<file path="config.mk">
export PLATFORM = sky130hd
export DESIGN_NAME = stereo_panner_gain_smoothing
export DESIGN_NICKNAME = d
export VERILOG_FILES = /design/src/spgs_pkg.sv /design/src/stereo_panner_gain_smoothing.sv /design/src/spgs_smul.sv /design/src/spgs_sdiv.sv
export SDC_FILE = /design/constraint.sdc
export NUM_CORES = 2
export LEC_CHECK = 0
export ABC_AREA = 0
export BUFFER_PORTS_ARGS = -buffer_cell sky130_fd_sc_hd__buf_4
export CAP_MARGIN = 20
export CORE_ASPECT_RATIO = 0.8
export CORE_MARGIN = 2
export CORE_UTILIZATION = 60
export CTS_CLUSTER_DIAMETER = 50
export DETAILED_ROUTE_END_ITERATION = 10
export PLACE_DENSITY = 0.77
export SYNTH_ARGS = -nofsm -noshare
export SYNTH_HDL_FRONTEND = slang
export SYNTH_SLANG_ARGS = --single-unit
</file>
<file path="constraint.sdc">
create_clock -name i_clk -period 11.6 [get_ports i_clk]
set_clock_uncertainty 0.15 [all_clocks]
set_input_delay 0.58 -clock i_clk [delete_from_list [all_inputs] [get_ports i_clk]]
set_output_delay 0.58 -clock i_clk [all_outputs]
set_load 0.02 [all_outputs]
</file>
<file path="src/spgs_pkg.sv">
// Shared widths, constants, register indexes and handshake structs for the stereo panner.
`default_nettype none
package spgs_pkg;

    localparam int GAIN_W = 17;
    localparam int STEP_W = 18;
    localparam int POS_W  = 17;
    localparam int WID_W  = 18;
    localparam int MST_W  = 19;
    localparam int LEN_W  = 14;
    localparam int CFG_AW = 2;
    localparam int CFG_DW = 19;

    localparam int MUL_AW = 34;
    localparam int MUL_BW = 19;
    localparam int MUL_PW = MUL_AW + MUL_BW;

    localparam int RAMP_LEN_DEF    = 64;
    localparam int MAX_BLOCK_DEF   = 8192;
    localparam int SAMPLE_BITS_DEF = 24;

    localparam logic [GAIN_W-1:0]        Q_ONE       = 17'd65536;
    localparam logic [15:0]              LAW_S       = 16'd54512;
    localparam logic [GAIN_W-1:0]        SNAP_THRESH = 17'd131;
    localparam logic [15:0]              SMOOTH_K    = 16'd58982;
    localparam logic [MST_W-1:0]         MASTER_MAX  = 19'd262144;
    localparam logic signed [WID_W-1:0]  WID_MAX     = 18'sd65536;
    localparam logic signed [WID_W-1:0]  WID_MIN     = -18'sd65536;
    // (1 + s) * 2^32, the constant part of the pan law
    localparam logic signed [MUL_AW-1:0] LAW_C       = 34'sd7867465728;

    localparam logic [CFG_AW-1:0] REG_POS    = 2'd0;
    localparam logic [CFG_AW-1:0] REG_WIDTH  = 2'd1;
    localparam logic [CFG_AW-1:0] REG_MASTER = 2'd2;

    typedef struct packed {
        logic                     start;
        logic signed [MUL_AW-1:0] a;
        logic [MUL_BW-1:0]        b;
    } t_mul_req;

    typedef struct packed {
        logic                     done;
        logic signed [MUL_PW-1:0] prod;
    } t_mul_rsp;

    typedef struct packed {
        logic              start;
        logic [GAIN_W-1:0] num;
    } t_div_req;

    typedef struct packed {
        logic              done;
        logic [GAIN_W-1:0] quo;
    } t_div_rsp;

endpackage
`default_nettype wire

</file>
<file path="src/stereo_panner_gain_smoothing.sv">
// Two-in, two-out equal-power stereo panner with block-start gain smoothing (top level).
//
// Each input transaction carries a block-start flag (tuser), the block length and the left
// and right source samples plus the two existing bus values (tdata, block length lowest).
// The block adds both sources, weighted by four path gains (LL, LR, RL, RR) and the master
// gain, into the buses and returns the saturated sums with a clip flag in tuser. All
// arithmetic runs on one bit-serial multiplier (one multiplier bit per cycle) and one
// bit-serial divider; a frame costs two products per path, plus one product per ramping
// path on frames inside a gain ramp and up to four divisions on a block-start frame. A
// register write recomputes the four target gains with eight products; tready stays low
// meanwhile, and the new targets reach the gains at the next block start. A finished
// result waits in an output register, so the next transaction is taken while it is
// still pending. There is no clearing pass.
`default_nettype none
module stereo_panner_gain_smoothing #(
    parameter int  RAMP_LEN    = spgs_pkg::RAMP_LEN_DEF,
    parameter int  MAX_BLOCK   = spgs_pkg::MAX_BLOCK_DEF,
    parameter int  SAMPLE_BITS = spgs_pkg::SAMPLE_BITS_DEF,
    localparam int S_TDATA_W   = ((spgs_pkg::LEN_W + 4 * SAMPLE_BITS + 7) / 8) * 8,
    localparam int M_TDATA_W   = ((2 * SAMPLE_BITS + 7) / 8) * 8
) (
    input  logic                          i_clk,
    input  logic                          i_rst_n,
    // input stream
    input  logic                          i_s_tvalid,
    output logic                          o_s_tready,
    // block_length, left_sample, right_sample, mix_left_in, mix_right_in, zero pad
    input  logic [S_TDATA_W-1:0]          i_s_tdata,
    // block_start
    input  logic                          i_s_tuser,
    // output stream
    output logic                          o_m_tvalid,
    input  logic                          i_m_tready,
    // mix_left_out, mix_right_out, zero pad
    output logic [M_TDATA_W-1:0]          o_m_tdata,
    // clipped
    output logic                          o_m_tuser,
    // configuration write port
    input  logic                          i_cfg_we,
    input  logic [spgs_pkg::CFG_AW-1:0]   i_cfg_idx,
    input  logic [spgs_pkg::CFG_DW-1:0]   i_cfg_wdata
);
    localparam int GW      = spgs_pkg::GAIN_W;
    localparam int SW      = spgs_pkg::STEP_W;
    localparam int PW      = spgs_pkg::MUL_PW;
    localparam int AW      = spgs_pkg::MUL_AW;
    localparam int BW      = spgs_pkg::MUL_BW;
    localparam int LW      = spgs_pkg::LEN_W;
    localparam int SB      = SAMPLE_BITS;
    localparam int LIM_CAP = (RAMP_LEN < MAX_BLOCK) ? RAMP_LEN : MAX_BLOCK;
    localparam int LIMW    = $clog2(LIM_CAP + 1);
    localparam int OW      = PW - 15;
    localparam logic signed [PW-1:0] RND16 = PW'(64'sd32768);
    localparam logic signed [PW-1:0] RND32 = PW'(64'sd1 <<< 31);
    localparam logic signed [OW-1:0] SMAX  = OW'((64'sd1 <<< (SAMPLE_BITS - 1)) - 64'sd1);
    localparam logic signed [OW-1:0] SMIN  = -SMAX - OW'(1);

    typedef enum logic [6:0] {
        S_IDLE = 7'b0000001,
        S_TGT  = 7'b0000010,
        S_DIV  = 7'b0000100,
        S_RAMP = 7'b0001000,
        S_WGT  = 7'b0010000,
        S_MAC  = 7'b0100000,
        S_FIN  = 7'b1000000
    } t_state;

    function automatic logic [spgs_pkg::GAIN_W-1:0] f_sat_gain(input logic signed [19:0] v);
        if (v < 20'sd0) begin
            return '0;
        end else if (v > 20'sd65536) begin
            return spgs_pkg::Q_ONE;
        end
        return v[spgs_pkg::GAIN_W-1:0];
    endfunction

    // configuration
    logic [spgs_pkg::POS_W-1:0]        r_pos;
    logic signed [spgs_pkg::WID_W-1:0] r_width;
    logic [spgs_pkg::MST_W-1:0]        r_master;
    logic                              r_pend;

    // gain state
    logic [GW-1:0]        r_cur [4];
    logic [GW-1:0]        r_itp [4];
    logic [GW-1:0]        r_tgt [4];
    logic signed [SW-1:0] r_step [4];
    logic [3:0]           r_act;
    logic [LIMW-1:0]      r_rem;
    logic [LIMW-1:0]      r_limit;

    // sequencer
    t_state       r_state;
    logic [1:0]   r_idx;
    logic         r_issued;
    logic         r_ph;
    logic signed [AW-1:0] r_t;
    logic [BW-1:0]        r_w;
    logic signed [PW-1:0] r_accl;
    logic signed [PW-1:0] r_accr;

    // frame payload
    logic signed [SB-1:0] r_ls;
    logic signed [SB-1:0] r_rs;
    logic signed [SB-1:0] r_ml;
    logic signed [SB-1:0] r_mr;

    // result register
    logic                 r_ovalid;
    logic [SB-1:0]        r_out_l;
    logic [SB-1:0]        r_out_r;
    logic                 r_clip;

    spgs_pkg::t_mul_req   w_mreq;
    spgs_pkg::t_mul_rsp   w_mrsp;
    spgs_pkg::t_div_req   w_dreq;
    spgs_pkg::t_div_rsp   w_drsp;

    // combinational terms
    logic [spgs_pkg::POS_W-1:0]        w_cfg_pos;
    logic signed [spgs_pkg::WID_W-1:0] w_cfg_wid;
    logic [spgs_pkg::MST_W-1:0]        w_cfg_mst;
    logic                              w_cfg_hit;
    logic signed [SW-1:0] w_wabs;
    logic [GW-1:0]        w_aw;
    logic signed [19:0]   w_lo2;
    logic signed [19:0]   w_hi2;
    logic [GW-1:0]        w_lo;
    logic [GW-1:0]        w_hi;
    logic [GW-1:0]        w_p0;
    logic [GW-1:0]        w_p1;
    logic [GW-1:0]        w_pk;
    logic [GW-1:0]        w_pth;
    logic [LW-1:0]        w_len;
    logic [LIMW-1:0]      w_limit;
    logic [GW-1:0]        w_cur;
    logic [GW-1:0]        w_itp;
    logic [GW-1:0]        w_tgt;
    logic signed [SW-1:0] w_step;
    logic signed [SW-1:0] w_diff;
    logic signed [SW-1:0] w_adiff;
    logic                 w_ramp_need;
    logic [GW-1:0]        w_itp_new;
    logic signed [SW-1:0] w_sm_a;
    logic signed [PW-1:0] w_rnd16;
    logic signed [PW-1:0] w_rnd32;
    logic [GW-1:0]        w_cur_new;
    logic signed [SB-1:0] w_src;
    logic signed [PW-1:0] w_l_rnd;
    logic signed [PW-1:0] w_r_rnd;
    logic signed [OW-1:0] w_ol;
    logic signed [OW-1:0] w_or;
    logic                 w_fin_load;

    // --------------------------------------------------------------------------
    // Register write saturation
    // --------------------------------------------------------------------------
    always_comb begin
        w_cfg_pos = (i_cfg_wdata[16:0] > spgs_pkg::Q_ONE) ? spgs_pkg::Q_ONE
                                                          : i_cfg_wdata[16:0];
        w_cfg_wid = $signed(i_cfg_wdata[17:0]);
        if (w_cfg_wid > spgs_pkg::WID_MAX) begin
            w_cfg_wid = spgs_pkg::WID_MAX;
        end else if (w_cfg_wid < spgs_pkg::WID_MIN) begin
            w_cfg_wid = spgs_pkg::WID_MIN;
        end
        w_cfg_mst = (i_cfg_wdata > spgs_pkg::MASTER_MAX) ? spgs_pkg::MASTER_MAX : i_cfg_wdata;
        // only a known index flags the targets for recomputation
        w_cfg_hit = i_cfg_we && (i_cfg_idx inside {spgs_pkg::REG_POS, spgs_pkg::REG_WIDTH,
                                                   spgs_pkg::REG_MASTER});
    end

    // --------------------------------------------------------------------------
    // Path positions: centre +/- half width, rounded and held inside [0, 1]
    // --------------------------------------------------------------------------
    always_comb begin
        w_wabs = r_width[spgs_pkg::WID_W-1] ? -r_width : r_width;
        w_aw   = w_wabs[GW-1:0];
        w_lo2  = $signed({2'b00, r_pos, 1'b0}) - $signed({3'b000, w_aw}) + 20'sd1;
        w_hi2  = $signed({2'b00, r_pos, 1'b0}) + $signed({3'b000, w_aw}) + 20'sd1;
        w_lo   = f_sat_gain(w_lo2 >>> 1);
        w_hi   = f_sat_gain(w_hi2 >>> 1);
        // negative width swaps the sides
        w_p0   = r_width[spgs_pkg::WID_W-1] ? w_hi : w_lo;
        w_p1   = r_width[spgs_pkg::WID_W-1] ? w_lo : w_hi;
        w_pk   = r_idx[1] ? w_p1 : w_p0;
        w_pth  = r_idx[0] ? w_pk : (spgs_pkg::Q_ONE - w_pk);
    end

    // --------------------------------------------------------------------------
    // Ramp length for a block start: length 0 counts as 1, capped at the ramp length
    // --------------------------------------------------------------------------
    always_comb begin
        w_len = i_s_tdata[LW-1:0];
        if (w_len == '0) begin
            w_limit = LIMW'(1);
        end else if (w_len > LW'(LIM_CAP)) begin
            w_limit = LIMW'(LIM_CAP);
        end else begin
            w_limit = w_len[LIMW-1:0];
        end
    end

    // --------------------------------------------------------------------------
    // Per-path terms, all read at the current path index
    // --------------------------------------------------------------------------
    always_comb begin
        w_cur       = r_cur[r_idx];
        w_itp       = r_itp[r_idx];
        w_tgt       = r_tgt[r_idx];
        w_step      = r_step[r_idx];
        w_diff      = $signed({1'b0, w_cur}) - $signed({1'b0, w_tgt});
        w_adiff     = w_diff[SW-1] ? -w_diff : w_diff;
        w_ramp_need = w_adiff[GW-1:0] > spgs_pkg::SNAP_THRESH;
        w_itp_new   = f_sat_gain($signed({3'b000, w_itp}) + $signed({{2{w_step[SW-1]}}, w_step}));
        w_sm_a      = $signed({1'b0, w_cur}) - $signed({1'b0, w_itp_new});
        w_rnd16     = (w_mrsp.prod + RND16) >>> 16;
        w_rnd32     = (w_mrsp.prod + RND32) >>> 32;
        // the interpolator has already moved when the product returns
        w_cur_new   = f_sat_gain($signed({3'b000, w_itp}) + $signed(w_rnd16[19:0]));
        w_src       = r_idx[1] ? r_rs : r_ls;
    end

    // --------------------------------------------------------------------------
    // Operand selection for the shared multiplier and the divider
    // --------------------------------------------------------------------------
    always_comb begin
        w_mreq.start = 1'b0;
        w_mreq.a     = '0;
        w_mreq.b     = '0;
        case (r_state)
            S_TGT: begin
                w_mreq.start = !r_issued && !r_pend;
                w_mreq.a     = r_ph ? r_t : $signed({18'd0, spgs_pkg::LAW_S});
                w_mreq.b     = BW'(w_pth);
            end
            S_RAMP: begin
                w_mreq.start = !r_issued && r_act[r_idx];
                w_mreq.a     = AW'(w_sm_a);
                w_mreq.b     = BW'(spgs_pkg::SMOOTH_K);
            end
            S_WGT: begin
                w_mreq.start = !r_issued;
                w_mreq.a     = $signed({15'd0, r_master});
                w_mreq.b     = BW'(w_cur);
            end
            S_MAC: begin
                w_mreq.start = !r_issued;
                w_mreq.a     = AW'(w_src);
                w_mreq.b     = r_w;
            end
            default: begin
                w_mreq.start = 1'b0;
            end
        endcase
        w_dreq.start = (r_state == S_DIV) && !r_issued && w_ramp_need;
        w_dreq.num   = w_adiff[GW-1:0];
    end

    spgs_smul u_mul (
        .i_clk   (i_clk),
        .i_rst_n (i_rst_n),
        .i_req   (w_mreq),
        .o_rsp   (w_mrsp)
    );

    spgs_sdiv #(
        .DW (LIMW)
    ) u_div (
        .i_clk   (i_clk),
        .i_rst_n (i_rst_n),
        .i_req   (w_dreq),
        .i_den   (r_limit),
        .o_rsp   (w_drsp)
    );

    // --------------------------------------------------------------------------
    // Bus sums: round the contributions, add the bus values, saturate
    // --------------------------------------------------------------------------
    always_comb begin
        w_l_rnd    = (r_accl + RND16) >>> 16;
        w_r_rnd    = (r_accr + RND16) >>> 16;
        w_ol       = $signed(w_l_rnd[OW-1:0]) + OW'(r_ml);
        w_or       = $signed(w_r_rnd[OW-1:0]) + OW'(r_mr);
        // load the result register once it is free or being emptied
        w_fin_load = (r_state == S_FIN) && (!r_ovalid || i_m_tready);
    end

    // --------------------------------------------------------------------------
    // Sequencer
    // --------------------------------------------------------------------------
    always_ff @(posedge i_clk) begin
        if (!i_rst_n) begin
            r_state  <= S_IDLE;
            r_idx    <= '0;
            r_issued <= 1'b0;
            r_ph     <= 1'b0;
            r_pend   <= 1'b0;
            r_ovalid <= 1'b0;
            r_pos    <= 17'd32768;
            r_width  <= spgs_pkg::WID_MAX;
            r_master <= 19'd65536;
            r_act    <= '0;
            r_rem    <= '0;
            for (int i = 0; i < 4; i++) begin
                r_cur[i]  <= (i == 0 || i == 3) ? spgs_pkg::Q_ONE : '0;
                r_itp[i]  <= (i == 0 || i == 3) ? spgs_pkg::Q_ONE : '0;
                r_tgt[i]  <= (i == 0 || i == 3) ? spgs_pkg::Q_ONE : '0;
                r_step[i] <= '0;
            end
        end else begin
            // fill the result register from the final step, drop it once taken
            if (w_fin_load) begin
                r_ovalid <= 1'b1;
            end else if (o_m_tvalid && i_m_tready) begin
                r_ovalid <= 1'b0;
            end

            case (r_state)
                S_IDLE: begin
                    if (r_pend) begin
                        r_state  <= S_TGT;
                        r_idx    <= '0;
                        r_ph     <= 1'b0;
                        r_issued <= 1'b0;
                    end else if (i_s_tvalid) begin
                        r_ls     <= $signed(i_s_tdata[LW +: SB]);
                        r_rs     <= $signed(i_s_tdata[LW + SB +: SB]);
                        r_ml     <= $signed(i_s_tdata[LW + 2 * SB +: SB]);
                        r_mr     <= $signed(i_s_tdata[LW + 3 * SB +: SB]);
                        r_accl   <= '0;
                        r_accr   <= '0;
                        r_idx    <= '0;
                        r_issued <= 1'b0;
                        if (i_s_tuser) begin
                            r_limit <= w_limit;
                            r_state <= S_DIV;
                        end else if (r_rem != '0) begin
                            r_state <= S_RAMP;
                        end else begin
                            r_state <= S_WGT;
                        end
                    end
                end

                // target gain per path: t = (1+s) - s*p, then g = p*t
                S_TGT: begin
                    if (r_pend) begin
                        // a fresh write restarts the whole pass
                        r_idx    <= '0;
                        r_ph     <= 1'b0;
                        r_issued <= 1'b0;
                    end else if (!r_issued) begin
                        r_issued <= 1'b1;
                    end else if (w_mrsp.done) begin
                        r_issued <= 1'b0;
                        if (!r_ph) begin
                            r_t  <= spgs_pkg::LAW_C - $signed(w_mrsp.prod[AW-1:0]);
                            r_ph <= 1'b1;
                        end else begin
                            r_tgt[r_idx] <= w_rnd32[GW-1:0];
                            r_ph         <= 1'b0;
                            r_idx        <= r_idx + 2'd1;
                            if (r_idx == 2'd3) begin
                                r_state <= S_IDLE;
                            end
                        end
                    end
                end

                // block start: snap close gains, work out the step for the others
                S_DIV: begin
                    if (!r_issued) begin
                        if (w_ramp_need) begin
                            r_issued <= 1'b1;
                        end else begin
                            r_act[r_idx]  <= 1'b0;
                            r_step[r_idx] <= '0;
                            r_cur[r_idx]  <= w_tgt;
                            r_itp[r_idx]  <= w_tgt;
                            r_idx         <= r_idx + 2'd1;
                            if (r_idx == 2'd3) begin
                                r_rem   <= r_limit;
                                r_state <= S_RAMP;
                            end
                        end
                    end else if (w_drsp.done) begin
                        r_issued      <= 1'b0;
                        r_act[r_idx]  <= 1'b1;
                        r_step[r_idx] <= w_diff[SW-1] ? $signed({1'b0, w_drsp.quo})
                                                      : -$signed({1'b0, w_drsp.quo});
                        r_idx         <= r_idx + 2'd1;
                        if (r_idx == 2'd3) begin
                            r_rem   <= r_limit;
                            r_state <= S_RAMP;
                        end
                    end
                end

                // advance the interpolator, then smooth the gain towards it
                S_RAMP: begin
                    if (!r_issued && !r_act[r_idx]) begin
                        r_idx <= r_idx + 2'd1;
                        if (r_idx == 2'd3) begin
                            r_rem   <= r_rem - 1'b1;
                            r_state <= S_WGT;
                            if (r_rem == LIMW'(1)) begin
                                r_act <= '0;
                            end
                        end
                    end else if (!r_issued) begin
                        r_issued     <= 1'b1;
                        r_itp[r_idx] <= w_itp_new;
                    end else if (w_mrsp.done) begin
                        r_issued     <= 1'b0;
                        r_cur[r_idx] <= w_cur_new;
                        r_idx        <= r_idx + 2'd1;
                        if (r_idx == 2'd3) begin
                            r_rem   <= r_rem - 1'b1;
                            r_state <= S_WGT;
                            if (r_rem == LIMW'(1)) begin
                                r_act <= '0;
                            end
                        end
                    end
                end

                // path weight = gain * master, rounded to Q3.16
                S_WGT: begin
                    if (!r_issued) begin
                        r_issued <= 1'b1;
                    end else if (w_mrsp.done) begin
                        r_issued <= 1'b0;
                        r_w      <= w_rnd16[BW-1:0];
                        r_state  <= S_MAC;
                    end
                end

                // source times weight into the bus of this path
                S_MAC: begin
                    if (!r_issued) begin
                        r_issued <= 1'b1;
                    end else if (w_mrsp.done) begin
                        r_issued <= 1'b0;
                        if (r_idx[0]) begin
                            r_accr <= r_accr + w_mrsp.prod;
                        end else begin
                            r_accl <= r_accl + w_mrsp.prod;
                        end
                        r_idx   <= r_idx + 2'd1;
                        r_state <= (r_idx == 2'd3) ? S_FIN : S_WGT;
                    end
                end

                // hold until the result register is free
                S_FIN: begin
                    if (w_fin_load) begin
                        r_out_l  <= (w_ol > SMAX) ? SMAX[SB-1:0] :
                                    (w_ol < SMIN) ? SMIN[SB-1:0] : w_ol[SB-1:0];
                        r_out_r  <= (w_or > SMAX) ? SMAX[SB-1:0] :
                                    (w_or < SMIN) ? SMIN[SB-1:0] : w_or[SB-1:0];
                        r_clip   <= (w_ol > SMAX) || (w_ol < SMIN) ||
                                    (w_or > SMAX) || (w_or < SMIN);
                        r_state  <= S_IDLE;
                    end
                end

                default: begin
                    r_state <= S_IDLE;
                end
            endcase

            // register writes
            if (i_cfg_we) begin
                case (i_cfg_idx)
                    spgs_pkg::REG_POS: begin
                        r_pos <= w_cfg_pos;
                    end
                    spgs_pkg::REG_WIDTH: begin
                        r_width <= w_cfg_wid;
                    end
                    spgs_pkg::REG_MASTER: begin
                        r_master <= w_cfg_mst;
                    end
                    default: begin
                    end
                endcase
            end

            // flag the targets on a valid write, clear once the pass (re)starts
            if (w_cfg_hit) begin
                r_pend <= 1'b1;
            end else if (r_pend && (r_state == S_IDLE || r_state == S_TGT)) begin
                r_pend <= 1'b0;
            end
        end
    end

    assign o_s_tready = (r_state == S_IDLE) && !r_pend;
    assign o_m_tvalid = r_ovalid;
    assign o_m_tdata  = M_TDATA_W'({r_out_r, r_out_l});
    assign o_m_tuser  = r_clip;

    // --------------------------------------------------------------------------
    // Assertions
    // --------------------------------------------------------------------------
    a_accept_leaves_idle: assert property (@(posedge i_clk) disable iff (!i_rst_n)
        (i_s_tvalid && o_s_tready) |=> (r_state != S_IDLE))
        else $error("accepted transaction did not start the sequencer");

    a_ramp_flags_clear: assert property (@(posedge i_clk) disable iff (!i_rst_n)
        (r_state == S_IDLE && r_rem == '0) |-> (r_act == 4'b0000))
        else $error("ramp flags left set after the ramp ended");

    a_result_from_fin: assert property (@(posedge i_clk) disable iff (!i_rst_n)
        $rose(r_ovalid) |-> $past(r_state == S_FIN))
        else $error("result register loaded outside the final step");

    a_gain_range: assert property (@(posedge i_clk) disable iff (!i_rst_n)
        (r_cur[0] <= spgs_pkg::Q_ONE) && (r_cur[1] <= spgs_pkg::Q_ONE) &&
        (r_cur[2] <= spgs_pkg::Q_ONE) && (r_cur[3] <= spgs_pkg::Q_ONE))
        else $error("path gain above unity");

endmodule
`default_nettype wire

</file>
<file path="src/spgs_smul.sv">
// Bit-serial shift-and-add multiplier: signed multiplicand, one multiplier bit per cycle.
`default_nettype none
module spgs_smul (
    input  logic              i_clk,
    input  logic              i_rst_n,
    input  spgs_pkg::t_mul_req i_req,
    output spgs_pkg::t_mul_rsp o_rsp
);
    localparam int PW = spgs_pkg::MUL_PW;
    localparam int BW = spgs_pkg::MUL_BW;
    localparam int CW = $clog2(BW + 1);

    logic signed [PW-1:0] r_acc;
    logic signed [PW-1:0] n_acc;
    logic signed [PW-1:0] r_mcand;
    logic [BW-1:0]        r_mplr;
    logic [CW-1:0]        r_cnt;
    logic                 r_busy;
    logic                 r_done;

    // add the shifted multiplicand when the current multiplier bit is set
    always_comb begin
        n_acc = r_mplr[0] ? (r_acc + r_mcand) : r_acc;
    end

    always_ff @(posedge i_clk) begin
        if (!i_rst_n) begin
            r_busy <= 1'b0;
            r_done <= 1'b0;
            r_cnt  <= '0;
        end else begin
            r_done <= 1'b0;
            if (i_req.start) begin
                r_busy <= 1'b1;
                r_cnt  <= CW'(BW);
            end else if (r_busy) begin
                r_cnt <= r_cnt - 1'b1;
                if (r_cnt == CW'(1)) begin
                    r_busy <= 1'b0;
                    r_done <= 1'b1;
                end
            end
        end
    end

    always_ff @(posedge i_clk) begin
        if (i_req.start) begin
            r_acc   <= '0;
            r_mcand <= PW'(i_req.a);
            r_mplr  <= i_req.b;
        end else if (r_busy) begin
            r_acc   <= n_acc;
            r_mcand <= r_mcand <<< 1;
            r_mplr  <= r_mplr >> 1;
        end
    end

    assign o_rsp.done = r_done;
    assign o_rsp.prod = r_acc;

endmodule
`default_nettype wire

</file>
<file path="src/spgs_sdiv.sv">
// Restoring divider, one quotient bit per cycle, for the ramp step.
`default_nettype none
module spgs_sdiv #(
    parameter int DW = 7
) (
    input  logic              i_clk,
    input  logic              i_rst_n,
    input  spgs_pkg::t_div_req i_req,
    input  logic [DW-1:0]     i_den,
    output spgs_pkg::t_div_rsp o_rsp
);
    localparam int NW = spgs_pkg::GAIN_W;
    localparam int CW = $clog2(NW + 1);

    logic [DW-1:0] r_rem;
    logic [NW-1:0] r_q;
    logic [DW-1:0] r_den;
    logic [CW-1:0] r_cnt;
    logic          r_busy;
    logic          r_done;
    logic [DW:0]   w_shift;
    logic [DW+1:0] w_diff;

    always_comb begin
        w_shift = {r_rem, r_q[NW-1]};
        w_diff  = {1'b0, w_shift} - {2'b00, r_den};
    end

    always_ff @(posedge i_clk) begin
        if (!i_rst_n) begin
            r_busy <= 1'b0;
            r_done <= 1'b0;
            r_cnt  <= '0;
        end else begin
            r_done <= 1'b0;
            if (i_req.start) begin
                r_busy <= 1'b1;
                r_cnt  <= CW'(NW);
            end else if (r_busy) begin
                r_cnt <= r_cnt - 1'b1;
                if (r_cnt == CW'(1)) begin
                    r_busy <= 1'b0;
                    r_done <= 1'b1;
                end
            end
        end
    end

    // keep the partial remainder when the trial subtraction goes negative
    always_ff @(posedge i_clk) begin
        if (i_req.start) begin
            r_rem <= '0;
            r_q   <= i_req.num;
            r_den <= i_den;
        end else if (r_busy) begin
            if (!w_diff[DW+1]) begin
                r_rem <= w_diff[DW-1:0];
                r_q   <= {r_q[NW-2:0], 1'b1};
            end else begin
                r_rem <= w_shift[DW-1:0];
                r_q   <= {r_q[NW-2:0], 1'b0};
            end
        end
    end

    assign o_rsp.done = r_done;
    assign o_rsp.quo  = r_q;

endmodule
`default_nettype wire

</file>
Yosys cells after proc, flatten, opt, wreduce, memory -nomap -nowiden. Memories as Yosys holds them, arrays and structs flattened. A register that Yosys moved wholly into a read port is not among the register bits. Cells that the tools add are included. Widths: inputs -> output; s select.

Memory bits (writable): 276. Memories kept: 4. Logic and storage cells: 395. Output and inout port bits: 51. Input port bits: 139. Register bits after elaboration: 559.

Memories: r_step (words 4, width 18, rd ports 1, clocked after Yosys merged registers in 1, wr ports 4, RTL line stereo_panner_gain_smoothing.sv:87) `logic signed [SW-1:0] r_step [4];`; r_cur (words 4, width 17, rd ports 1, clocked after Yosys merged registers in 1, wr ports 4, RTL line stereo_panner_gain_smoothing.sv:84) `logic [GW-1:0] r_cur [4];`; r_itp (words 4, width 17, rd ports 1, clocked after Yosys merged registers in 1, wr ports 4, RTL line stereo_panner_gain_smoothing.sv:85) `logic [GW-1:0] r_itp [4];`; r_tgt (words 4, width 17, rd ports 1, clocked after Yosys merged registers in 1, wr ports 4, RTL line stereo_panner_gain_smoothing.sv:86) `logic [GW-1:0] r_tgt [4];`.

$lt $le $gt $ge: 20. Reductions and logical operators: 59. Multiplexer cells: 199. Bitwise logic cells: 11. Eq/ne operators: 37. Add/subtract/negate cells: 27.

Operators with widths (number): $mux 53 (10); $mux 17 (26); $mux 7 (31); $pmux 53 s2 (2); $pmux 53 s4 (1); $add 53x53->53 (3); $add 53x17->53 const B (2); $mux 18 (5); $add 37x24->38 (2); $gt 38x24->1 const B (2); $lt 38x24->1 const B (2); $mux 24 (3); $mux 1 (70); $gt 19x18->1 const B (3); $lt 19x1->1 const B (3); $mux 19 (3); $reduce_or 17->1 (3); $add 49x33->49 const B (1); $pmux 7 s7 (1); $mux 2 (24); $add 36x17->36 const B (1); $sub 17x17->18 (2); $mux 34 (1); $neg 17->17 (2); other kinds (71) (150).

Depth between registers and ports, before layout.
Word-level depth: 14. Gate-level depth with buffers: 37.

By module. A second synthesis with hierarchy kept.

Cells, all modules: 5724. Area, all modules: 56080.0 µm².

Modules (own cells, without submodules): stereo_panner_gain_smoothing (area an instance 45941.6 µm², times used 1, cells each 4664, sequential area each 19228.4 µm²); spgs_smul (area an instance 8242.9 µm², times used 1, cells each 895, sequential area each 3363.2 µm²); spgs_sdiv (area an instance 1895.6 µm², times used 1, cells each 165, sequential area each 1001.0 µm²).

Worst setup path before layout. No wires, ideal clock.

Path type: register to register. From: register (tool-made name). To: register u_mul.r_mcand[23], data pin. Period minus slack after synthesis: 8.571 ns. Setup slack: 3.029 ns. Arrival: 8.129 ns. Buffers on the path: 4. Stages on the path, launching flop included: 32. Required time: 11.158 ns. Cells stage by stage: dfxtp_1 buf_2 buf_1 buf_1 mux4_2 ha_1 a21o_1 a21oi_1 o21a_1 nor3_1 or3_1 a31o_2 a21oi_1 o21ai_0 xor2_1 or4_1 a21oi_1 clkbuf_1 nand2_1 ha_1 a21boi_0 o21ai_0 a21boi_0 o21ai_0 a21boi_0 o21ai_0 a211oi_1 o2111ai_1 a21boi_0 o21ai_0 a211oi_1 a21oi_1.

RTL lines: end signal: assignment (RTL line spgs_smul.sv:49) `r_mcand <= PW'(i_req.a);`; end signal: assignment (RTL line spgs_smul.sv:53) `r_mcand <= r_mcand <<< 1;`; end: declaration (RTL line spgs_smul.sv:15) `logic signed [PW-1:0] r_mcand;`.

==> results.md <==
* Area of the core at ~0.091 sq mm
* Number of cells on the critical path at 21
* Syn Nets at roughly 6,200
* Mean Syn Cell Area at 9.66 sq um
* Global-route wire length before repair at 241,000 um
* Sequential fraction of the synthesis area at 42.8%
* CP Class: flip-flop to flip-flop
* Hold path start: i_s_tdata[6]
* Clock transition at path regs at 0.06 ns
* Post-synthesis async set-or-reset flop share at 0%
* Hold Path Class: input pin to flip-flop
* DP Worst Slack at 2.34 ns
* Peak supply drop at roughly 0.13 mV
* CP Capture Type: flip-flop
* FMAX at roughly 0.11 GHz
* Synth Warn # at 0
* Hpwl dp at roughly 110,000 um
* Initial antenna violation count at 2
* CP max stage cell: nand2_1
* Resize count post-CTS at 0
* Status: complete, no violations
* DRT antenna net count at 0
* Vias per Instance at approximately 6.4
* Aggregate global-route resource usage at 32.7%
* Vias in the first global route at 42,200
* Die width at 343 um
* Die Ht at 275 um
* R2r setup slk at 2.29 ns
* Layout cells sized above 1 at 9.58%
* Drt drc at 0
* Largest net degree at the start of global routing at 110
* Top-area cell type share of the netlist area at roughly 37%
* Root Buffer: clkbuf_16
* Grt total ovfl at 0
* Detailed Routing Iterations Pass 1 at 8
* Max stage delay on crit path at 0.96 ns
* RSZ-0062 raised after global routing: false
* Routed vias at 46,300
* CTS H-tree lvls at 3
* IO Port Bufs at around 190
* Ports at 190
* Max Cap Violations at 0
* Hold Path Sink: r_limit[6]
* Starting density of the core at 60.5%
* Pwr/cell area at 191 mW/mm^2
* Crit-path cells: buf_4 -> mux4_2 -> inv_1 -> ha_1 -> inv_1 -> fa_1 -> a21o_1 -> nand4_1 -> a32oi_1 -> a2111oi_2 -> nand3_1 -> nor2_1 -> xnor2_1 -> or4b_1 -> a22oi_1 -> nor4b_2 -> buf_4 -> and3_1 -> or2_1 -> nand2_1 -> nand2_1
* Fin worst setup slack at 2.29 ns
* Sink Count at ~840
* Reg-to-reg endpoint: r_itp[2][13]
* Cells on worst reg2reg path at 21
* Hold-critical path depth at 2
* Max-slew violation count at 0
* Synth area leaders: edfxtp_1 37%, ha_1 8.2%, dfxtp_1 5.6%
* Fin crit share at 80.2%
* Worst-path maximum fanout at 39
* Final count of negative-setup-slack endpoints at 0
* Routed Wire Length at about 160,000 um
* WL per Instance at 21.9 um
* Most frequent cell after synthesis: nor2_1
* Slew @ Worst Pin at 1.18 ns
* Setup_tns at 0 ns
* Leakage power at 0.0242 uW
* Final hold viol count at 0
* Die ar. at between 0.09 and 0.1 sq mm
* Core Rows at 99
* Clock latency on the worst-skew pair at around 0.7 ns
* Netlist cell types at a little over 100
* NumNets Final at 6,455
* TritonCTS Buffers at 93
* CTS tree: yes
* Worst path arrival time at ~9.5 ns
* Bufs and invs on worst path at 4
* CP required at 11.75 ns
* Cell taking the most area after synthesis: edfxtp_1
* Top_reg_cell synth: edfxtp_1
* Synth top cells by count: 754 x nor2_1, 683 x edfxtp_1, 479 x nand2_1
* #FFs+latches synth at ~840
* 1st-iter DRT viols at 6,053
* Slew headroom at about a fifth
* Synthesized area at 0.0551 sq mm
* Max clock buf depth at 3
* Crit path launch type: flip-flop
* Area grow syn2layout at 12.3%
* GPL Wtd Cong at about 0.98
* Number of flops mapped to enable cells by yosys at 683
* Cells after synthesis at 5,701
* CP delay by family, top: simple AND/OR/NAND/NOR gates
* Tmin final at just over 9 ns
==> final cells by class <==
| type | instances | area, sq um |
|---|---|---|
| Inverter | 222 | 833 |
| Clock inverter | 55 | 503 |
| Fill cell | 6953 | 29200 |
| Tap cell | 1212 | 1520 |
| Antenna cell | 1 | 2.50 |
| Clock buffer | 116 | 2480 |
| Multi-Input combinational cell | 4426 | 29900 |
| Sequential cell | 837 | 23600 |
| Timing Repair Buffer | 364 | 3000 |
==> cell families (layout without fill, tap and decap cells) <==
| logic type | count (synthesis) | count (layout) | share of synthesized area, % |
|---|---|---|---|
| other | 0 | 1 | 0 |
| flip-flops | 837 | 837 | 42.8 |
| multiplexers | 129 | 129 | 3.93 |
| adder cells (fa/ha/maj) | 372 | 372 | 8.63 |
| AND/OR/NAND/NOR | 2037 | 2037 | 17.3 |
| buffers and inverters | 438 | 757 | 3.06 |
| XOR/XNOR | 479 | 479 | 7.62 |
| AO/OA/AOI/OAI | 1409 | 1409 | 16.6 |
==> cells in the final DEF, fill, tap and decap left out, drive strengths merged, types with 52 or more instances in the layout <==
| cell type | synthesis | final |
|---|---|---|
| a22oi | 64 | 64 |
| and3 | 77 | 77 |
| inv | 219 | 232 |
| edfxtp | 683 | 683 |
| mux4 | 67 | 67 |
| a21oi | 420 | 420 |
| nor2 | 755 | 755 |
| o21ai | 281 | 281 |
| a21o | 167 | 167 |
| clkbuf | 169 | 116 |
| xnor2 | 311 | 311 |
| buf | 47 | 266 |
| nand2 | 480 | 480 |
| ha | 359 | 359 |
| nand3 | 163 | 163 |
| nand2b | 77 | 77 |
| dlygate4sd3 | 0 | 98 |
| xor2 | 168 | 168 |
| nor3 | 125 | 125 |
| o21a | 67 | 67 |
| dfxtp | 154 | 154 |
| nand4 | 52 | 52 |
| nor2b | 67 | 67 |
==> state kept, by name, indices dropped and copies added (netlist names), 24 cells and up, named ones only <==
name and cells:
r_step 72, r_tgt 68, r_itp 68, r_accr 53, r_mr 24, u_mul.r_mcand 53, r_ml 24, r_out_r 24
r_accl 53, r_ls 24, r_t 34, r_cur 68, u_mul.r_acc 53, r_rs 24, r_out_l 24
==> metal layers <==
| metal | wire [um] | GRT usage [%] |
|---|---|---|
| met1 | 68000 | 48.5 |
| met2 | 68200 | 48.2 |
| met3 | 18200 | 7.36 |
| met4 | 4070 | 8.48 |
| met5 | 0 | 0 |
==> power by group <==
group / switching (uW) / internal [uW]
combinational: 2840 / 1920
sequential: 417 / 3670
clock: 1290 / 1640
total: 4540 / 7240
==> worst max-delay path by stage <==
stage	end	startpoint	slack, ns
2_1_floorplan	u_mul.r_mcand[23]	flip-flop	3.03
3_5_place_dp	r_itp[2][16]	flip-flop	2.34
3_3_place_gp	r_itp[2][16]	flip-flop	2.53
6_report	r_itp[2][13]	flip-flop	2.29
5_1_grt	r_itp[2][13]	flip-flop	1.79
4_1_cts	r_itp[2][13]	flip-flop	2.31
==> timing repair <==
action | 4_1_cts | 5_1_grt
setup buffers | 0 | 0
hold endpoints to repair | 98 | 0
hold buffers | 98 | 0
==> per-stage QoR <==
stage	instances	instance area (sq um)	power (uW)	util [%]	hold slack, ns
final	7233	61800	11800	67.9	0.0367
after global routing	7232	61800	12400	67.9	0.0153
after CTS	7225	61800	11700	67.8	0.0101
after detailed placement	6956	57800	8700	63.5	0.298
after global placement	6954	57800	8590	63.5	0.288
after floorplan	5701	55100	7470	-	0.271
Power figures use the tool's default switching activity.
